[src/signed_decimal_to_seven_segment_assert.svh]
// Assertion macros shared by the display writer RTL.
`ifndef SIGNED_DECIMAL_TO_SEVEN_SEGMENT_ASSERT_SVH
`define SIGNED_DECIMAL_TO_SEVEN_SEGMENT_ASSERT_SVH

// same-cycle implication, checked outside reset
`define SDS_ASSERT_IMPL(label, clk, rst_n, ante, cons, msg) \
  label: assert property (@(posedge clk) disable iff (!rst_n) (ante) |-> (cons)) \
    else $error(msg);

// next-cycle implication, checked outside reset
`define SDS_ASSERT_NEXT(label, clk, rst_n, ante, cons, msg) \
  label: assert property (@(posedge clk) disable iff (!rst_n) (ante) |=> (cons)) \
    else $error(msg);

`endif

[src/sds_pkg.sv]
// Types, constants and the segment table of the display writer.
`default_nettype none
package sds_pkg;

  localparam int unsigned MaxDigits = 8;
  localparam int unsigned DigIdxW   = 3;
  localparam int unsigned FifoDepth = 2;

  localparam logic [3:0]  TopAddr      = 4'd8;
  localparam logic [7:0]  MinusPattern = 8'h01;
  localparam logic [7:0]  BlankPattern = 8'h00;
  localparam logic [31:0] RecipTen     = 32'hCCCC_CCCD;
  localparam int unsigned RecipShift   = 35;

  typedef enum logic {
    FR_IDLE,
    FR_CONV
  } front_state_e;

  typedef enum logic {
    BK_IDLE,
    BK_RUN
  } back_state_e;

  // one converted number, digits least significant first
  typedef struct packed {
    logic [MaxDigits-1:0][3:0] digs;
    logic                      neg;
    logic                      show;
    logic [3:0]                len;
    logic [3:0]                first;
  } entry_t;

  typedef struct packed {
    logic full;
    logic empty;
  } fifo_status_t;

  // XABCDEFG pattern of one decimal digit
  function automatic logic [7:0] seg_pattern(input logic [3:0] d);
    logic [7:0] p;
    unique case (d)
      4'd0:    p = 8'h7E;
      4'd1:    p = 8'h30;
      4'd2:    p = 8'h6D;
      4'd3:    p = 8'h79;
      4'd4:    p = 8'h33;
      4'd5:    p = 8'h5B;
      4'd6:    p = 8'h5F;
      4'd7:    p = 8'h70;
      4'd8:    p = 8'h7F;
      4'd9:    p = 8'h7B;
      default: p = BlankPattern;
    endcase
    return p;
  endfunction

endpackage
`default_nettype wire

[src/sds_back.sv]
// Back end: emits sign and digit register writes, one beat per cycle while m_axis_tready holds high.
`default_nettype none
module sds_back (
  input  wire logic                  clk_i,
  input  wire logic                  rst_ni,
  input  wire sds_pkg::entry_t       entry_i,
  input  wire sds_pkg::fifo_status_t fifo_st_i,
  output logic                       pop_o,
  output logic                       m_axis_tvalid,
  input  wire logic                  m_axis_tready,
  output logic [15:0]                m_axis_tdata,
  output logic                       m_axis_tlast
);

  sds_pkg::back_state_e state_q, state_d;

  logic [sds_pkg::MaxDigits-1:0][3:0] digs_q;
  logic [sds_pkg::DigIdxW-1:0] didx_q;
  logic [3:0]  rem_q, addr_q;
  logic        sign_q, showing_q;

  logic        tvalid_q, tlast_q;
  logic [3:0]  oaddr_q;
  logic [7:0]  odata_q;

  logic        slot_free, emit, has_writes, beat_last, blank;
  logic [3:0]  dig;
  logic [7:0]  beat_data;

  assign slot_free  = !tvalid_q || m_axis_tready;
  assign has_writes = entry_i.neg || (entry_i.len != 4'd0);
  assign dig        = digs_q[didx_q];
  assign beat_last  = sign_q ? (rem_q == 4'd0) : (rem_q == 4'd1);
  // leading zeros blank until a nonzero digit, last digit always shows
  assign blank      = !showing_q && (dig == 4'd0) && (rem_q != 4'd1);
  assign beat_data  = sign_q ? sds_pkg::MinusPattern :
                      blank  ? sds_pkg::BlankPattern : sds_pkg::seg_pattern(dig);

  always_comb begin
    state_d = state_q;
    unique case (state_q)
      sds_pkg::BK_IDLE: begin
        if (pop_o && has_writes) state_d = sds_pkg::BK_RUN;
      end
      sds_pkg::BK_RUN: begin
        if (emit && beat_last) state_d = sds_pkg::BK_IDLE;
      end
      default: state_d = sds_pkg::BK_IDLE;
    endcase
  end

  always_comb begin
    pop_o = 1'b0;
    emit  = 1'b0;
    unique case (state_q)
      sds_pkg::BK_IDLE: pop_o = !fifo_st_i.empty;
      sds_pkg::BK_RUN:  emit  = slot_free;
      default: ;
    endcase
  end

  always_ff @(posedge clk_i or negedge rst_ni) begin
    if (!rst_ni) begin
      state_q  <= sds_pkg::BK_IDLE;
      tvalid_q <= 1'b0;
    end else begin
      state_q <= state_d;
      if (emit) begin
        tvalid_q <= 1'b1;
      end else if (m_axis_tready) begin
        tvalid_q <= 1'b0;
      end
    end
  end

  always_ff @(posedge clk_i) begin
    if (pop_o) begin
      digs_q    <= entry_i.digs;
      didx_q    <= sds_pkg::DigIdxW'(entry_i.len - 4'd1);
      rem_q     <= entry_i.len;
      addr_q    <= entry_i.first;
      sign_q    <= entry_i.neg;
      showing_q <= entry_i.show;
    end else if (emit) begin
      addr_q <= addr_q - 4'd1;
      if (sign_q) begin
        sign_q <= 1'b0;
      end else begin
        rem_q     <= rem_q - 4'd1;
        didx_q    <= didx_q - 1'b1;
        showing_q <= showing_q || (dig != 4'd0);
      end
    end
    if (emit) begin
      oaddr_q <= addr_q;
      odata_q <= beat_data;
      tlast_q <= beat_last;
    end
  end

  assign m_axis_tvalid = tvalid_q;
  assign m_axis_tdata  = {4'd0, odata_q, oaddr_q};
  assign m_axis_tlast  = tlast_q;

endmodule
`default_nettype wire

[config.mk]
export PLATFORM = sky130hd
export DESIGN_NAME = sds_back
export DESIGN_NICKNAME = d
export VERILOG_FILES = /design/src/signed_decimal_to_seven_segment_assert.svh /design/src/sds_pkg.sv /design/src/sds_back.sv
export SDC_FILE = /design/constraint.sdc
export NUM_CORES = 1
export LEC_CHECK = 0
export BUFFER_PORTS_ARGS = -buffer_cell sky130_fd_sc_hd__buf_2
export CAP_MARGIN = 25
export CORE_ASPECT_RATIO = 0.9
export CORE_MARGIN = 5
export CORE_UTILIZATION = 40
export DETAILED_ROUTE_END_ITERATION = 8
export GPL_ROUTABILITY_DRIVEN = 1
export PLACE_DENSITY = 0.6
export SETUP_SLACK_MARGIN = 0.1
export SYNTH_ARGS = -nofsm -noshare
export SYNTH_HDL_FRONTEND = slang
export SYNTH_SLANG_ARGS = --single-unit
[constraint.sdc]
create_clock -name clk_i -period 6.5 [get_ports clk_i]
set_input_delay 1.3 -clock clk_i [delete_from_list [all_inputs] [get_ports clk_i]]
set_output_delay 1.3 -clock clk_i [all_outputs]
set_load 0.05 [all_outputs]
; Yosys cells after proc, flatten, opt, wreduce, memory -nomap -nowiden
; Memories as Yosys holds them, arrays and structs flattened.
; Index checks and enable logic that the tools add are counted.
[word_totals]
ff_bits = 60
rom_bits = 112
in_bits = 47
out_inout_bits = 19
n_memories = 1
[classes]
add_sub_neg = 4
magnitude_cmp = 1
n_eq_ne = 3
n_mux = 24
bitwise = 1
reduce_logical = 18
[memory_table]
columns = name, depth, width, read_ports, rd_ports_with_merged_regs, write_ports, line
row1 = (name not given), 16, 7, 1, 0, 0, sds_pkg.sv:42  ; unique case (d)
[ops]
columns = op, count
row1 = 4-bit 2-to-1 mux, 6
row2 = 1-bit 2-to-1 mux, 13
row3 = 4-bit binary-select mux with 3-bit select, 1
row4 = 3-bit 2-to-1 mux, 3
row5 = 4-bit logical NOT, 2
row6 = 4-bit nonzero test, 2
row7 = 4-bit by 1-bit subtractor with 4-bit output (second input constant), 2
row8 = 3-bit by 1-bit subtractor with 3-bit output (second input constant), 2
row9 = 4-bit by 1-bit == test with 1-bit output (second input constant), 1
row10 = 1-bit logical AND, 4
row11 = 3-bit by 4-bit < comparator with 1-bit output (second input constant), 1
row12 = 4-bit by 1-bit != test with 1-bit output (second input constant), 1
row13 = 2-bit nonzero test, 2
row14 = 1-bit logical NOT, 3
row15 = 1-bit logical OR, 3
row16 = 2-bit != test (second input constant), 1
row17 = 1-bit case mux with 2 select lines, 1
row18 = 2-bit AND reduction, 1
row19 = 2-bit OR reduction, 1
row20 = 1-bit NOT, 1

; Depth between registers and ports, before layout
; Gate-level depths: netlist (run 1).
[depth]
ltp_word = 7
mapped_depth = 8
ltp_nobuf = 7

; Worst setup path after synthesis (run 1)
; No wires, ideal clock.
[synth_timing]
path_type = input to output
start = input fifo_st_i[0] in the netlist's numbering
end = output pop_o
arrival_ns = 2.643
setup_slack_ns = 2.557
cell_stages = 3
path_buffers = 1
path_cell_list = or2_2 > clkbuf_1 > clkinv_1
[synth_via]
elab_chain_len = 2
[synth_lines]
columns = element, line
row1 = "start, declared", sds_back.sv:7  ; input wire sds_pkg::fifo_status_t fifo_st_i,
row2 = 1-bit logical NOT, sds_back.sv:56  ; sds_pkg::BK_IDLE: pop_o = !fifo_st_i.empty;
row3 = 1-bit 2-to-1 mux, sds_back.sv:55  ; unique case (state_q)
row4 = "end, declared", sds_back.sv:8  ; output logic pop_o,
; Every way passes these cells.

; Worst setup path in the final report (run 1)
; Same ends and word-level chain as after synthesis.

==> results_dict.tcl, run 1 <==
set metrics [dict create \
    fin_crit_sh 0.609 \
    cts-root-buf "clkbuf_8" \
    p_sw_frac 0.351 \
    grt_usage 0.112 \
    worstPathCellList "buf_2 > or2_2 > clkinv_1 > buf_4 > buf_2" \
    synth-seq-cells 59 \
    die_h_um 87.9 \
    ctsResizeCount 0 \
    tns_ns 0 \
    avgSynthCellArea_um2 15.6 \
    netlist_area_um2 2700 \
    synth.most_common_cell "edfxtp_1" \
    p_leak_uw 0.00129 \
    vias 1497 \
    num_rows 28 \
    slowest_stage "or2_2" \
    clk_latency_ns 0.33 \
    fmax_mhz 253 \
    routed_via_density 4.50 \
    drv_cap 0 \
    period_needed_ns 3.96 \
    maxSlewViolCount 0 \
    final_nets 295 \
    grt_pass1_vias 1484 \
    crit_fanout 41 \
    cts_max_level 3 \
    drtPass1Iterations 4 \
    net-switching-power_uw 508 \
    ys_top_cells_by_count "57 x edfxtp_1, 11 x nor2_1, 10 x ha_1, 10 x nand2_1" \
    initial_core_util 0.410 \
    fin_util 0.498 \
    critPathRequiredTime_ns 5.20 \
    antenna_found_initial 0 \
    rsz0062_at_grt "no" \
    placed_area_um2 3060 \
    ys_seq_area_frac 0.653 \
    outcome "finished clean" \
    clock_power_share 0.246 \
    crit_start "fifo_st_i[0]" \
    intPower_uw 941 \
    synthFlopType "edfxtp_1" \
    path_class "primary input to primary output" \
    peakVddDrop_mv 0.186 \
    fp.dieArea_um2 8490 \
    design_area_um2 3280 \
    grt_max_degree 42 \
    numCtsBuffers 9 \
    worst-slew-pin-transition_ns 0.852 \
    insertedDiodeCount 0 \
    gp_congestion 0.753 \
    yosysUniqueCellTypes 35 \
    worst-r2r-setup-slack_ns 3.72 \
    crit_top_cell "buf_2" \
    synth-edff-count 57 \
    fin_skew_ns 0.0104 \
    ctsHoldBuffers 0 \
    ys_warn_count 0 \
    num_io_pins 66 \
    n_fill_cell 587 \
    setup.worst_path.start_class "primary input" \
    ant_nets 0 \
    reg2reg_to "odata_q[2]" \
    hpwl_mm 3.03 \
    syn_to_final_growth_pct 21.6 \
    cts_tree "done" \
    cts_setup_buffers 0 \
    combPwrFrac 0.347 \
    drt_iter0_markers 63 \
    grt_pass1_wl_mm 6.89 \
    pwr-share-seq 0.407 \
    setup-violations-final 0 \
    cpPeakStageDelay_ns 0.41 \
    clock-sinks 59 \
    cp_data_arrival_time_ns 2.66 \
    clk_pin_slew_worst_paths_ns 0.07 \
    max_slew_margin 0.416 \
    hold_viol_final 0 \
    worstSetupEndpoint "pop_o" \
    r2r-start "didx_q[0]" \
    overflow 0 \
    synth_cells 173 \
    avgRoutedWirePerCell_um 12.6 \
    clock_path_buffers 2 \
    holdCritPathClass "flop to flop" \
    drt_wl_total_mm 4.20 \
    yosys-top-cells-area "edfxtp_1 63%, mux4_1 4.9%, ha_1 4.6%" \
    die_w_um 96.6 \
    layout-drive-gt1-share 0.379 \
    synth_top_area_cell "edfxtp_1" \
    power_density_nw_per_um2 442 \
    drc 0 \
    endpoint_kind "primary output" \
    reg2reg_depth 5 \
    fp.coreArea_um2 6590 \
    async_flop_share 0.0339 \
    port_buffers 59 \
    synth_top_area_frac 0.634 \
]
## state kept, by name (all words and copies together), names as in the netlist
name / count
addr_q: 4
didx_q: 3
digs_q: 32
m_axis_tlast: 1
m_axis_tvalid: 1
oaddr_q: 4
odata_q: 7
rem_q: 4
showing_q: 1
sign_q: 1
state_q: 1
## layout by cell type, fill, tap and decap left out, types with 6 or more instances in the layout
master,instances
nand2_1,10
edfxtp_1,57
buf_2,59
a21oi_1,9
nor2_1,11
mux2i_1,6
ha_1,10
clkbuf_8,9
o21ai_0,6
inv_1,9
## worst max-delay path: cells and delay by family
kind,cells,cell delay [ns]
buffers and inverters,4,0.93
AND/OR/NAND/NOR,1,0.41
## per-layer routing
| layer | global-route usage | share of wire | up-vias |
|---|---|---|---|
| li1 | - | - | 766 |
| met1 | 0.142 | 0.45 | 668 |
| met2 | 0.163 | 0.44 | 55 |
| met3 | 0.0567 | 0.093 | 8 |
| met4 | 0.0459 | 0.018 | 0 |
| met5 | 0 | 0 | - |
## per-stage QoR
step | cells | power, uW | worst slack (ns) | hold WS [ns]
finish | 333 | 1450 | 2.54 | 0.480
global route | 333 | 1550 | 2.44 | 0.490
CTS | 333 | 1470 | 2.51 | 0.479
detailed placement | 317 | 1110 | 2.51 | 0.461
global placement | 317 | 1100 | 2.52 | 0.455
floorplan | 177 | 1020 | 2.56 | 0.449
## layout make-up
cell class,instances,area [um2],share of cell area
Sequential cell,59,1760,0.537
Multi-Input combinational cell,97,842,0.257
Timing Repair Buffer,61,310,0.0946
Clock buffer,9,124,0.0378
Tap cell,90,113,0.0343
Clock inverter,7,92.6,0.0282
Inverter,10,37.5,0.0114
## cell families (layout without fill, tap and decap cells)
family,Yosys count,count (layout),share of synthesized area
buf+inv,21,87,0.0408
compound gates,26,26,0.0668
fa+ha+maj,10,10,0.0464
flops,59,59,0.653
simple gates,34,34,0.0598
mux,16,16,0.113
other cells,1,5,0.00139
xor+xnor,6,6,0.0195
## worst min-delay path by stage
stage                     startpoint  depth (start not counted)         end
after floorplan            addr_q[3]                          0  oaddr_q[3]
after global placement     addr_q[3]                          0  oaddr_q[3]
after detailed placement   addr_q[3]                          0  oaddr_q[3]
after CTS                  addr_q[3]                          0  oaddr_q[3]
after global routing       addr_q[3]                          0  oaddr_q[3]
final                      addr_q[1]                          0  oaddr_q[1]
## power groups by stage
| stage | Combinational (uW) | Clock, uW | Sequential (uW) |
|---|---|---|---|
| final | 503 | 357 | 589 |
| after global routing | 560 | 390 | 601 |
| after CTS | 510 | 369 | 592 |
| after detailed placement | 507 | 0 | 600 |
| after global placement | 507 | 0 | 598 |
| after floorplan | 328 | 0 | 687 |
Power figures use the tool's default switching activity.
==> inputs of run 2 (changes only) <==
Settings changed: PLACE_DENSITY 0.6 to 0.62.
Clock period 6.5 ns to 3.4 ns, I/O delays scaled along.
==> results_dict.tcl, run 2 (synthesis gave the netlist of run 1 again) <==
set metrics [dict create \
    grt_usage 0.118 \
    gp_congestion 0.702 \
    hold_viol_final 0 \
    rsz0062_at_grt "no" \
    drt_iter0_markers 30 \
    largest-register "digs_q" \
    slowest_stage "edfxtp_1" \
    worstPathCellList "mux4_1 > mux2i_1 > ha_1 > and2b_1 > a31o_4 > o21bai_2" \
    die_w_um 96.6 \
    layout_common_cells "59 x buf_2, 57 x edfxtp_1, 11 x nor2_1" \
    tns_ns 0 \
    clock_power_share 0.245 \
    outcome "finished clean" \
    die_h_um 87.9 \
    cts_tree "done" \
    pwr-share-seq 0.403 \
    max_slew_margin 0.635 \
    num_io_pins 66 \
    net-switching-power_uw 980 \
    worst-slew-pin-transition_ns 0.532 \
    drt_wl_total_mm 4.38 \
    p_sw_frac 0.351 \
    antenna_found_initial 0 \
    clock_path_buffers 2 \
    holdWs_ns 0.108 \
    drv_cap 0 \
    largest_reg_flops 32 \
    drtPass1Iterations 4 \
    initial_core_util 0.410 \
    clk_latency_ns 0.34 \
    final_nets 296 \
    register_area_um2 1760 \
    cpPeakStageDelay_ns 0.65 \
    cts_setup_buffers 0 \
    path_delay_family "multiplexers" \
    fmax_mhz 368 \
    combPwrFrac 0.352 \
    critPathRequiredTime_ns 3.49 \
    path_class "flop to flop" \
    port_buffers 59 \
    layout-drive-gt1-share 0.377 \
    ant_nets 0 \
    clk_pin_slew_worst_paths_ns 0.07 \
    fp.coreArea_um2 6590 \
    crit_fanout 9 \
    p_leak_uw 0.00130 \
    hpwl_mm 3.15 \
    cp_data_arrival_time_ns 2.81 \
    peakVddDrop_mv 0.450 \
    avgRoutedWirePerCell_um 13.1 \
    syn_to_final_growth_pct 21.6 \
    insertedDiodeCount 0 \
    grt_max_degree 33 \
    r2r-start "didx_q[0]" \
    grt_pass1_wl_mm 7.26 \
    endpoint_kind "flop" \
    maxSlewViolCount 0 \
    vias 1498 \
    routed_via_density 4.49 \
    crit_start "didx_q[0]" \
    ctsHoldBuffers 0 \
    power_density_nw_per_um2 850 \
    fin_ws_ns 0.680 \
    drc 0 \
    critical_path_buf_inv_count 0 \
    overflow 0 \
    intPower_uw 1810 \
    num_rows 28 \
    clock-sinks 59 \
    cts-root-buf "clkbuf_8" \
    ctsResizeCount 0 \
    fin_crit_sh 0.800 \
    top_regs "digs_q (32), odata_q (7)" \
    cts_max_level 3 \
    fin_skew_ns 0.0107 \
    final_common_cell "buf_2" \
    grt_pass1_vias 1558 \
    setup.worst_path.start_class "flop" \
    n_fill_cell 585 \
    multiInputGateArea_um2 842 \
    dp_slack_ns 0.634 \
    holdCritPathClass "primary input to asynchronous set/reset pin" \
    period_needed_ns 2.72 \
    setup-violations-final 0 \
    numCtsBuffers 9 \
    fp.dieArea_um2 8490 \
]
run 2: final timing paths:
kind                                 endpoint  slack (ns)  depth (start not counted)
worst min-delay path            m_axis_tvalid        0.11                          1
worst min register to register     oaddr_q[1]        0.47                          0
worst max register to register     odata_q[0]        0.68                          6
worst max-delay path               odata_q[0]        0.68                          6
min in group clk_i                 oaddr_q[1]        0.47                          0
max in group asynchronous             state_q        3.20                          1
run 2: metrics by stage:
stage / util / cell area (um2) / total power [uW] / instances
2_1_floorplan: - / 2710 / 1940 / 177
5_1_grt: 0.498 / 3280 / 2980 / 334
3_3_place_gp: 0.466 / 3070 / 2120 / 318
6_report: 0.498 / 3280 / 2790 / 334
4_1_cts: 0.498 / 3280 / 2830 / 334
3_5_place_dp: 0.466 / 3070 / 2140 / 318
run 2: final cells by class:
| class | count | area share |
|---|---|---|
| clock buffers | 11 | 0.0400 |
| multi-input cells | 97 | 0.257 |
| inverters | 10 | 0.0114 |
| repair buffers | 62 | 0.0969 |
| clock inverters | 5 | 0.0236 |
| flip-flops and latches | 59 | 0.537 |
| well taps | 90 | 0.0343 |
run 2: per-layer routing:
layer / track usage / wire length (um) / vias up
li1: - / - / 762
met1: 0.144 / 2010 / 676
met2: 0.170 / 1910 / 55
met3: 0.0653 / 423 / 5
met4: 0.0573 / 37 / 0
met5: 0 / 0 / -
run 2: worst reg2reg max path: stages (launching register included):
cell and delay, ns:
edfxtp_1 0.65, mux4_1 0.61, mux2i_1 0.45, ha_1 0.28, and2b_1 0.16, a31o_4 0.23
o21bai_2 0.08
run 2: power by group through the flow:
stage | Clock, uW | Combinational [uW] | Sequential [uW]
after global routing | 737 | 1090 | 1150
after CTS | 703 | 995 | 1130
after floorplan | 0 | 626 | 1310
after detailed placement | 0 | 990 | 1150
final | 683 | 981 | 1130
after global placement | 0 | 979 | 1140
