<file path="src/signed_decimal_to_seven_segment_assert.svh">
// Assertion macros shared by the display writer RTL.
`ifndef SIGNED_DECIMAL_TO_SEVEN_SEGMENT_ASSERT_SVH
`define SIGNED_DECIMAL_TO_SEVEN_SEGMENT_ASSERT_SVH

// same-cycle implication, checked outside reset
`define SDS_ASSERT_IMPL(label, clk, rst_n, ante, cons, msg) \
  label: assert property (@(posedge clk) disable iff (!rst_n) (ante) |-> (cons)) \
    else $error(msg);

// next-cycle implication, checked outside reset
`define SDS_ASSERT_NEXT(label, clk, rst_n, ante, cons, msg) \
  label: assert property (@(posedge clk) disable iff (!rst_n) (ante) |=> (cons)) \
    else $error(msg);

`endif

</file>
<file path="src/sds_pkg.sv">
// Types, constants and the segment table of the display writer.
`default_nettype none
package sds_pkg;

  localparam int unsigned MaxDigits = 8;
  localparam int unsigned DigIdxW   = 3;
  localparam int unsigned FifoDepth = 2;

  localparam logic [3:0]  TopAddr      = 4'd8;
  localparam logic [7:0]  MinusPattern = 8'h01;
  localparam logic [7:0]  BlankPattern = 8'h00;
  localparam logic [31:0] RecipTen     = 32'hCCCC_CCCD;
  localparam int unsigned RecipShift   = 35;

  typedef enum logic {
    FR_IDLE,
    FR_CONV
  } front_state_e;

  typedef enum logic {
    BK_IDLE,
    BK_RUN
  } back_state_e;

  // one converted number, digits least significant first
  typedef struct packed {
    logic [MaxDigits-1:0][3:0] digs;
    logic                      neg;
    logic                      show;
    logic [3:0]                len;
    logic [3:0]                first;
  } entry_t;

  typedef struct packed {
    logic full;
    logic empty;
  } fifo_status_t;

  // XABCDEFG pattern of one decimal digit
  function automatic logic [7:0] seg_pattern(input logic [3:0] d);
    logic [7:0] p;
    unique case (d)
      4'd0:    p = 8'h7E;
      4'd1:    p = 8'h30;
      4'd2:    p = 8'h6D;
      4'd3:    p = 8'h79;
      4'd4:    p = 8'h33;
      4'd5:    p = 8'h5B;
      4'd6:    p = 8'h5F;
      4'd7:    p = 8'h70;
      4'd8:    p = 8'h7F;
      4'd9:    p = 8'h7B;
      default: p = BlankPattern;
    endcase
    return p;
  endfunction

endpackage
`default_nettype wire

</file>
<file path="src/sds_fifo.sv">
// Short queue of converted numbers between front and back.
`default_nettype none
module sds_fifo (
  input  wire logic            clk_i,
  input  wire logic            rst_ni,
  input  wire logic            push_i,
  input  wire sds_pkg::entry_t entry_i,
  input  wire logic            pop_i,
  output sds_pkg::entry_t      entry_o,
  output sds_pkg::fifo_status_t status_o
);

  localparam int unsigned PtrW = $clog2(sds_pkg::FifoDepth);
  localparam logic [PtrW:0] DepthC = (PtrW + 1)'(sds_pkg::FifoDepth);
  localparam logic [PtrW-1:0] LastIdx = PtrW'(sds_pkg::FifoDepth - 1);

  sds_pkg::entry_t mem_q [sds_pkg::FifoDepth];
  logic [PtrW-1:0] wr_q, rd_q;
  logic [PtrW:0]   cnt_q;
  logic            do_push, do_pop;

  assign status_o.full  = (cnt_q == DepthC);
  assign status_o.empty = (cnt_q == '0);
  assign do_push = push_i && !status_o.full;
  assign do_pop  = pop_i && !status_o.empty;
  assign entry_o = mem_q[rd_q];

  always_ff @(posedge clk_i or negedge rst_ni) begin
    if (!rst_ni) begin
      wr_q  <= '0;
      rd_q  <= '0;
      cnt_q <= '0;
    end else begin
      if (do_push) wr_q <= (wr_q == LastIdx) ? '0 : wr_q + 1'b1;
      if (do_pop)  rd_q <= (rd_q == LastIdx) ? '0 : rd_q + 1'b1;
      if (do_push && !do_pop) begin
        cnt_q <= cnt_q + 1'b1;
      end else if (do_pop && !do_push) begin
        cnt_q <= cnt_q - 1'b1;
      end
    end
  end

  always_ff @(posedge clk_i) begin
    if (do_push) mem_q[wr_q] <= entry_i;
  end

endmodule
`default_nettype wire

</file>
<file path="config.mk">
export PLATFORM = sky130hd
export DESIGN_NAME = sds_fifo
export DESIGN_NICKNAME = d
export VERILOG_FILES = /design/src/signed_decimal_to_seven_segment_assert.svh /design/src/sds_pkg.sv /design/src/sds_fifo.sv
export SDC_FILE = /design/constraint.sdc
export NUM_CORES = 1
export LEC_CHECK = 0
export BUFFER_PORTS_ARGS = -buffer_cell sky130_fd_sc_hd__buf_4
export CAP_MARGIN = 20
export CORE_AREA = 2 2 89 91
export DETAILED_ROUTE_END_ITERATION = 7
export DIE_AREA = 0 0 91 93
export PLACE_DENSITY_LB_ADDON = 0.15
export SLEW_MARGIN = 25
export SYNTH_ARGS = -nofsm -noshare
export SYNTH_HDL_FRONTEND = slang
export SYNTH_SLANG_ARGS = --single-unit
</file>
<file path="constraint.sdc">
create_clock -name clk_i -period 2.85 [get_ports clk_i]
set_clock_uncertainty 0.1 [all_clocks]
set_input_delay 0.285 -clock clk_i [delete_from_list [all_inputs] [get_ports clk_i]]
set_output_delay 0.285 -clock clk_i [all_outputs]
set_load 0.005 [all_outputs]
</file>
==> Word-level counts from Yosys, hierarchy flattened <==
Memories as Yosys holds them, arrays and structs flattened.
Cells that the tools add are included.
{ "totals": {"regBits": 4, "ramBits": 84, "inputBits": 46, "word_cells": 25, "mem_count": 1} }
{ "mem_list": {"columns": ["name", "words", "width", "rd", "rd_clocked_by_memory_dff", "wr", "line_no", "source"], "rows": [
  ["mem_q", 2, 42, 1, 0, 1, "sds_fifo.sv:17", "sds_pkg::entry_t mem_q [sds_pkg::FifoDepth];"]
]} }
{ "op_classes": {"n_addsub": 4, "n_eq_ne": 1, "muxes": 6, "reduce_logical": 10} }
{ "ops": {"columns": ["op", "n"], "rows": [
  ["1-bit logical AND", 4],
  ["1-bit zero test", 4],
  ["1-bit 2-to-1 mux", 4],
  ["2-bit 2-to-1 mux", 2],
  ["1-bit adder, second input constant", 2],
  ["2-bit by 1-bit adder with 2-bit output, second input constant", 1],
  ["2-bit equality test, second input constant", 1],
  ["2-bit zero test", 1],
  ["2-bit nonzero test", 1],
  ["2-bit by 1-bit subtractor with 2-bit output, second input constant", 1]
]} }

==> Depth between registers and ports, before layout <==
Gate-level depths: netlist of run 1.
{ "logic_depth": {"depth_word": 7, "ltp_mapped": 7} }

==> Worst setup path before layout of run 1 <==
Ideal clock, no wire load.
{ "synth_path": {"path_type": "flip-flop to flip-flop", "startpoint": "register cnt_q[0]", "endpoint": "memory mem_q[0][0] in the netlist's numbering (enable)", "setup_ns": 0.441, "arrival_ns": 2.417, "t_required_ns": 2.309, "setup_slack_ns": -0.108, "stages_incl_launch_ff": 4, "n_path_buf": 0, "path_cell_list": "dfrtp_1 -> nand2b_1 -> nand2_1 -> nor2_1"} }
{ "synth_via": {"elab_chain_len": 5} }
{ "synth_rtl": {"columns": ["item", "line_no", "source"], "rows": [
  ["start, declared", "sds_fifo.sv:19", "logic [PtrW:0] cnt_q;"],
  ["start signal, assigned", "sds_fifo.sv:37", "cnt_q <= cnt_q + 1'b1;"],
  ["start signal, assigned", "sds_fifo.sv:39", "cnt_q <= cnt_q - 1'b1;"],
  ["2-bit equality test", "sds_fifo.sv:22", "assign status_o.full = (cnt_q == DepthC);"],
  ["1-bit zero test", "sds_fifo.sv:24", "assign do_push = push_i && !status_o.full;"],
  ["1-bit logical AND", "sds_fifo.sv:24", null],
  ["1-bit 2-to-1 mux", "sds_fifo.sv:45", "if (do_push) mem_q[wr_q] <= entry_i;"],
  ["1-bit 2-to-1 mux (not written as such)", "sds_fifo.sv:45", null],
  ["end, declared", "sds_fifo.sv:17", null]
]} }
No other way between the ends.

==> summary.md, run 1 <==
| Metric | Value |
|---|---|
| Static Leak | `around 1.8 nW` |
| DR iter-0 viols | `between 60 and 70` |
| PD cells | `about 940 nW/um^2` |
| GPL Wtd Cong | `0.7113` |
| Die height | `93 microns` |
| Main area contributors after synthesis | `edfxtp_1 (74%), mux2_4 (17%), dfrtp_1 (2.9%)` |
| Die W | `91 microns` |
| Endpoints failing setup | `0` |
| Max frequency | `approximately 440 MHz` |
| Mapped Area | `between 3000 and 4000 sq um` |
| Clock root buffer | `clkbuf_8` |
| H-tree level count | `3` |
| Pin count of the biggest net entering global routing | `25` |
| Top routing layer used | `met4` |
| Final WL | `between 5 and 6 mm` |
| Slew Limit Fails | `0` |
| Vias | `between 1,500 and 2,000` |
| Crit-path max FO | `18` |
| Area Overhead vs Synth | `30.68%` |
| Register bit total from synthesis | `88` |
| Critical Path AT | `~1.9 ns` |
| Final worst path period share | `78.87%` |
| Yosys top cell area share | `73.55%` |
| Register area share after synthesis | `76.47%` |
| Setup Buffers After CTS | `0` |
| CP Launch Type | `flip-flop` |
| Via density | `between 4 and 5` |
| Total Nets Final | `between 300 and 400` |
| Core ar. | `7527 sq um` |
| Fin crit period | `2.248 ns` |
| Clock Tree Buf Depth | `2` |
| Initial antenna violation count | `0` |
| Reg clk slew, reported paths | `around 0.090 ns` |
| Row cnt | `32` |
| TritonRoute pass-1 iters | `4` |
| Fraction of layout cells with a size suffix above 1 | `58.56%` |
| DIE AREA | `8463 sq um` |
| Synth Area in Compound Gates | `0.1459%` |
| Worst Path Required | `2.47 ns` |
| Post-Route M1 WL | `2.132 mm` |
| Worst setup EP type | `output port` |
| Met2 WL | `approximately 2.8 mm` |
| First-pass GRT wire length | `just over 8 mm` |
| Crit Path Category | `reg -> out` |
| Sink Count | `between 80 and 90` |
| Num CTS Buffers | `9` |
| Initial core utilization | `45.56%` |
| Post-Synth XOR/XNOR Area | `approximately 1.3%` |
| Post-DR wirelength/cell | `about 15 microns` |
| RSZ-0062 raised after global routing | `false` |
| Fin Setup TNS | `0 ns` |
| Post-detailed-route count of antenna-violating nets | `0` |
| Outcome | `completed` |
| DR DRC count | `0` |
| Average size of a mapped cell | `approximately 23 sq um` |
| Grt ovf | `0` |
| Worst VDD drop | `0.4731 mV` |
| Met3 wire length | `between 200 and 300 microns` |
| Syn_nets | `~200` |
| Endpoints failing hold | `0` |
| Simple-gate share of the synthesized area | `less than 1%` |
| Largest family of logic cells by synthesized area | `multiplexers` |
| # IOs | `90` |
| Adder-cell share of the synthesized area | `0.3648%` |
| Post-synth top area cell | `edfxtp_1` |
| Inst Count DP | `approximately 340` |
| Vias in the first global route | `between 1,500 and 2,000` |
| Synth warn | `0` |
| TritonCTS clock tree | `yes` |
| Total GRT Usage | `12.98%` |
| Slew headroom | `between 60% and 70%` |
| Multiplexer share of the synthesized area | `a little under a fifth` |
| Clock latency on the worst-skew pair | `between 0.3 and 0.4 ns` |
| Layout Cells excl Fill | `approximately 370` |
| Buffers on Ports | `slightly below 90` |
| Post-Syn Instances | `150` |
| N_diodes | `0` |
| Worst Hold Class | `in -> reg` |
| Post-synthesis cell type count | `15` |
| MaxCap Viol Count | `0` |
| Slew @ Worst Pin | `between 0.5 and 0.6 ns` |
metal layers:
layer | vias to the layer above | global-route usage (%)
li1 | 794 | -
met1 | 792 | 14.58
met2 | 53 | 22.47
met3 | 9 | 3.546
met4 | 0 | 7.197
met5 | - | 0
cell families (layout without fill, tap and decap cells):
group | Yosys count | in the layout
buffers and inverters | 7 | 120
XOR/XNOR | 5 | 5
flip-flops | 88 | 88
multiplexers | 42 | 42
adder cells (fa/ha/maj) | 1 | 1
AO/OA/AOI/OAI | 1 | 1
AND/OR/NAND/NOR | 6 | 6
worst max-delay path, cell delays in order (launching register included):
cell and delay, ns:
dfrtp_2 0.74, buf_4 0.33, mux2_4 0.32, buf_4 0.14
placed cells by master (no fill, tap or decap), drive strengths merged:
master / count
buf: 94
edfxtp: 84
mux2: 42
clkbuf: 9
dlygate4sd3: 8
dfrtp: 4
xnor2: 3
inv: 3
nor2: 3
clkinv: 3
xor2: 2
clkinvlp: 2
nand2b: 1
nand2: 1
o21ai: 1
and3: 1
ha: 1
bufinv: 1
through the flow:
step	power, mW	util, %	hold WS, ns	setup slack [ns]	area [sq um]
2_1_floorplan	2.875	-	-0.1106	0.5874	3432
3_3_place_gp	3.426	55.88	-0.01377	0.9413	4207
3_5_place_dp	3.443	55.88	-0.01198	0.9382	4207
4_1_cts	4.283	59.01	0.0003153	0.5524	4442
5_1_grt	4.424	59.54	0.0008522	0.4912	4482
6_report	4.212	59.54	0.02425	0.6022	4482
cell usage after synthesis:
cell / instances
o21ai_1: 1
nand2b_1: 1
xor2_1: 2
xnor2_1: 3
dfrtp_1: 4
buf_12: 4
ha_1: 1
mux2_4: 39
mux2_2: 3
and3_1: 1
nor2_1: 3
edfxtp_1: 84
inv_1: 2
buf_6: 1
nand2_1: 1
registers in the layout, indices dropped and copies added (netlist names):
| register | flops |
|---|---|
| cnt_q | 2 |
| mem_q | 84 |
| wr_q | 1 |
| rd_q | 1 |
report_power, final:
group | switching (mW) | leakage (nW) | internal [mW]
combinational | 0.546 | 0.883 | 0.916
sequential | 0.154 | 0.826 | 1.77
clock | 0.421 | 0.0933 | 0.405
final timing paths:
check | from | cells past startpoint | end | slack [ns]
min in group asynchronous | rst_ni | 2 | wr_q | 0.18
max in group asynchronous | rst_ni | 2 | rd_q | 2.35
worst max register to register | cnt_q[0] | 3 | mem_q[1][18] | 1.03
worst max-delay path | rd_q | 3 | entry_o[15] | 0.60
worst min register to register | cnt_q[1] | 1 | cnt_q[1] | 0.43
worst min-delay path | entry_i[36] | 1 | mem_q[0][36] | 0.02
cell type report:
cell class	instances	area (sq um)
clock buffers	9	123.9
clock inverters	7	71.32
fillers	587	3045
inverters	2	7.507
multi-input cells	55	716.9
flip-flops and latches	88	2624
well taps	102	127.6
repair buffers	102	810.8
timing repair:
action | 4_1_cts | 5_1_grt
hold buffers | 4 | 4
resized for setup | 0 | 0
setup endpoints to repair | 0 | 0
endpoints found under the hold margin | 10 | 6
Note: power is estimated with default switching activity, not from simulation.
==> inputs of run 2 (changes only) <==
--- a/config.mk
+++ b/config.mk
@@ -7,9 +7,9 @@
 export LEC_CHECK = 0
 export BUFFER_PORTS_ARGS = -buffer_cell sky130_fd_sc_hd__buf_4
 export CAP_MARGIN = 20
-export CORE_AREA = 2 2 89 91
+export CORE_AREA = 2 2 86 88
 export DETAILED_ROUTE_END_ITERATION = 7
-export DIE_AREA = 0 0 91 93
+export DIE_AREA = 0 0 88 90
 export PLACE_DENSITY_LB_ADDON = 0.15
 export SLEW_MARGIN = 25
 export SYNTH_ARGS = -nofsm -noshare
==> constraint.sdc (replaced) <==
create_clock -name clk_i -period 2.1 [get_ports clk_i]
set_clock_uncertainty 0.1 [all_clocks]
set_input_delay 0.21 -clock clk_i [delete_from_list [all_inputs] [get_ports clk_i]]
set_output_delay 0.21 -clock clk_i [all_outputs]
set_load 0.005 [all_outputs]
==> run 2 against run 1 <==
Sequential power rose by 32%. First-iteration DRC count is 11% lower. Register-to-register slack worse by 0.60 ns. Count of clock-buffer cells in the layout up 3. Worst setup slack worse by 0.29 ns. Critical path depth did not move. Global-route usage increased by 2.2 points. Via count grew 8.0%. Utilization increased by 9.3 points. Routed wire length rose by 5.1%. Largest cell class unchanged.
==> summary.md, run 2 (same netlist as run 1, synthesis figures left out) <==
| Metric | Value |
|---|---|
| Static Leak | `1.961 nW (+8.8%)` |
| Via density | `4.472 (-0.95%)` |
| Post-detailed-route count of antenna-violating nets | `0 (unchanged)` |
| Largest Register | `mem_q` |
| Setup Buffers After CTS | `0 (unchanged)` |
| Number of flip-flops in the largest register | `84 (unchanged)` |
| Total Power | `5.859 mW (+39%)` |
| Crit Path Category | `reg -> out` |
| CP Launch Type | `flip-flop` |
| Fraction of layout cells with a size suffix above 1 | `51.17% (-7.4 points)` |
| Layout fillers | `473 (-19%)` |
| TritonRoute pass-1 iters | `4 (unchanged)` |
| Fin Setup TNS | `0 ns (unchanged)` |
| H-tree level count | `3 (unchanged)` |
| Die W | `88 microns (-3.3%)` |
| Post-DR wirelength/cell | `14.15 microns (-3.6%)` |
| Finished Core Util | `68.85% (+9.3 points)` |
| Initial antenna violation count | `0 (unchanged)` |
| Outcome | `completed` |
| Worst Hold Class | `in -> async` |
| Final worst path period share | `between 80% and 90%` |
| Most frequent cells in the layout | `buf_4 (94), edfxtp_1 (84), dlygate4sd3_1 (43)` |
| First-pass GRT wire length | `8.963 mm (+11%)` |
| Die height | `90 microns (-3.2%)` |
| Row cnt | `31 (-3.1%)` |
| Inst Count DP | `339 (-0.59%)` |
| Worst Path Buf+Inv | `2 (unchanged)` |
| Vias | `1,780 (+8.0%)` |
| Worst VDD drop | `0.6311 mV (+33%)` |
| Worst setup EP type | `output port` |
| TritonCTS clock tree | `yes` |
| GPL Wtd Cong | `0.6937 (-2.5%)` |
| Buffers on Ports | `89 (unchanged)` |
| Sink Count | `88 (unchanged)` |
| Slew headroom | `75.57% (+14 points)` |
| RSZ-0062 raised after global routing | `false` |
| Num CTS Buffers | `9 (unchanged)` |
| Crit-path cells | `buf_12 -> mux2_2 -> buf_4` |
| DIE AREA | `7920 sq um (-6.4%)` |
| Endpoints failing setup | `0 (unchanged)` |
| Crit-path max FO | `30 (+12)` |
| Delay-heaviest family, CP | `flip-flops` |
| Initial core utilization | `48.85% (+3.3 points)` |
| Clock Tree Buf Depth | `2 (unchanged)` |
| Max frequency | `~560 MHz` |
| Endpoints failing hold | `0 (unchanged)` |
| Slew @ Worst Pin | `0.3664 ns (-0.2068 ns)` |
| Most common cell after layout, fill and taps aside | `buf_4` |
| CTS resizes | `0 (unchanged)` |
| Max stage delay on crit path | `0.39 ns (-0.35 ns)` |
| Layout Cells excl Fill | `398 (+9.0%)` |
| Worst Path Required | `1.79 ns (-0.68 ns)` |
| N_diodes | `0 (unchanged)` |
| MaxCap Viol Count | `0 (unchanged)` |
| Critical Path AT | `1.48 ns (-0.38 ns)` |
| Crit-path slowest cell | `dfrtp_2` |
| PD cells | `1212 nW/um^2 (+29%)` |
| Pin count of the biggest net entering global routing | `31 (+24%)` |
| Area Overhead vs Synth | `40.93%` |
| Grt ovf | `0 (unchanged)` |
| # IOs | `90 (unchanged)` |
| Total Nets Final | `341 (+12%)` |
| Clock latency on the worst-skew pair | `0.33 ns (about the same)` |
| Vias in the first global route | `1,951 (+17%)` |
| Reg clk slew, reported paths | `0.08 ns (about the same)` |
| Final WL | `5.633 mm (+5.1%)` |
| Slew Limit Fails | `0 (unchanged)` |
| Clock root buffer | `clkbuf_8` |
| Core ar. | `7020 sq um (-6.7%)` |
| # hold bufs at CTS | `43 (+39)` |
| Top flop regs | `mem_q: 84 flops, cnt_q: 2 flops` |
| DR iter-0 viols | `57 (-11%)` |
| DR DRC count | `0 (unchanged)` |
| Fin crit period | `1.789 ns` |
| Total GRT Usage | `15.18% (+2.2 points)` |
run 2: changes by cell type in the layout (fill, tap and decap cells not counted):
cell / previous run / this run
bufinv_16: 1 / 2
dlygate4sd3_1: 8 / 43
clkinv_2: 1 / 2
buf_12: 2 / 1
clkinv_4: 1 / 0
clkinv_1: 1 / 0
clkbuf_1: 0 / 3
buf_4: 92 / 94
inv_6: 1 / 0
clkinvlp_4: 2 / 0
run 2: path summary, 6_finish.rpt:
| check | slack [ns] | cells after the start | startpoint | end |
|---|---|---|---|---|
| max in group asynchronous | 1.67 | 2 | rst_ni | rd_q |
| setup / recovery | 0.31 | 3 | rd_q | entry_o[20] |
| hold reg to reg | 0.42 | 1 | cnt_q[1] | cnt_q[1] |
| hold / removal | 0.11 | 2 | rst_ni | cnt_q[1] |
| min in group clk_i | 0.11 | 3 | pop_i | rd_q |
| setup reg to reg | 0.43 | 7 | cnt_q[0] | cnt_q[1] |
run 2: report_power, final:
| group | switching (mW) | total, mW | leakage (nW) | internal (mW) |
|---|---|---|---|---|
| registers | 0.126 | 2.53 | 0.826 | 2.40 |
| logic | 0.841 | 2.12 | 1.03 | 1.28 |
| clock network | 0.540 | 1.21 | 0.104 | 0.668 |
| total | 1.51 | 5.86 | 1.96 | 4.35 |
run 2: area by class of cell:
cell class | count | area [sq um] | area share, %
Clock buffer | 12 | 135.1 | 2.796
Clock inverter | 4 | 70.07 | 1.450
Inverter | 2 | 7.507 | 0.1553
Multi-Input combinational cell | 55 | 716.9 | 14.83
Sequential cell | 88 | 2624 | 54.28
Tap cell | 99 | 123.9 | 2.563
Timing Repair Buffer | 138 | 1156 | 23.92
run 2: metrics by stage:
step	setup WS, ns	area (sq um)	hold slack, ns
4_1_cts	0.2750	4833	0.08690
5_1_grt	0.2401	4833	0.09634
2_1_floorplan	0.2862	3438	-0.1856
3_5_place_dp	0.4313	4198	-0.08648
6_report	0.3111	4833	0.1081
3_3_place_gp	0.5130	4198	-0.08801
run 2: metal layers:
layer	vias to the layer above	global-route usage, %	part of all wire [%]
met5	-	0	0
met4	0	6.923	1.3
met3	7	3.765	5.3
met2	55	25.19	51
met1	853	18.43	42
li1	865	-	-
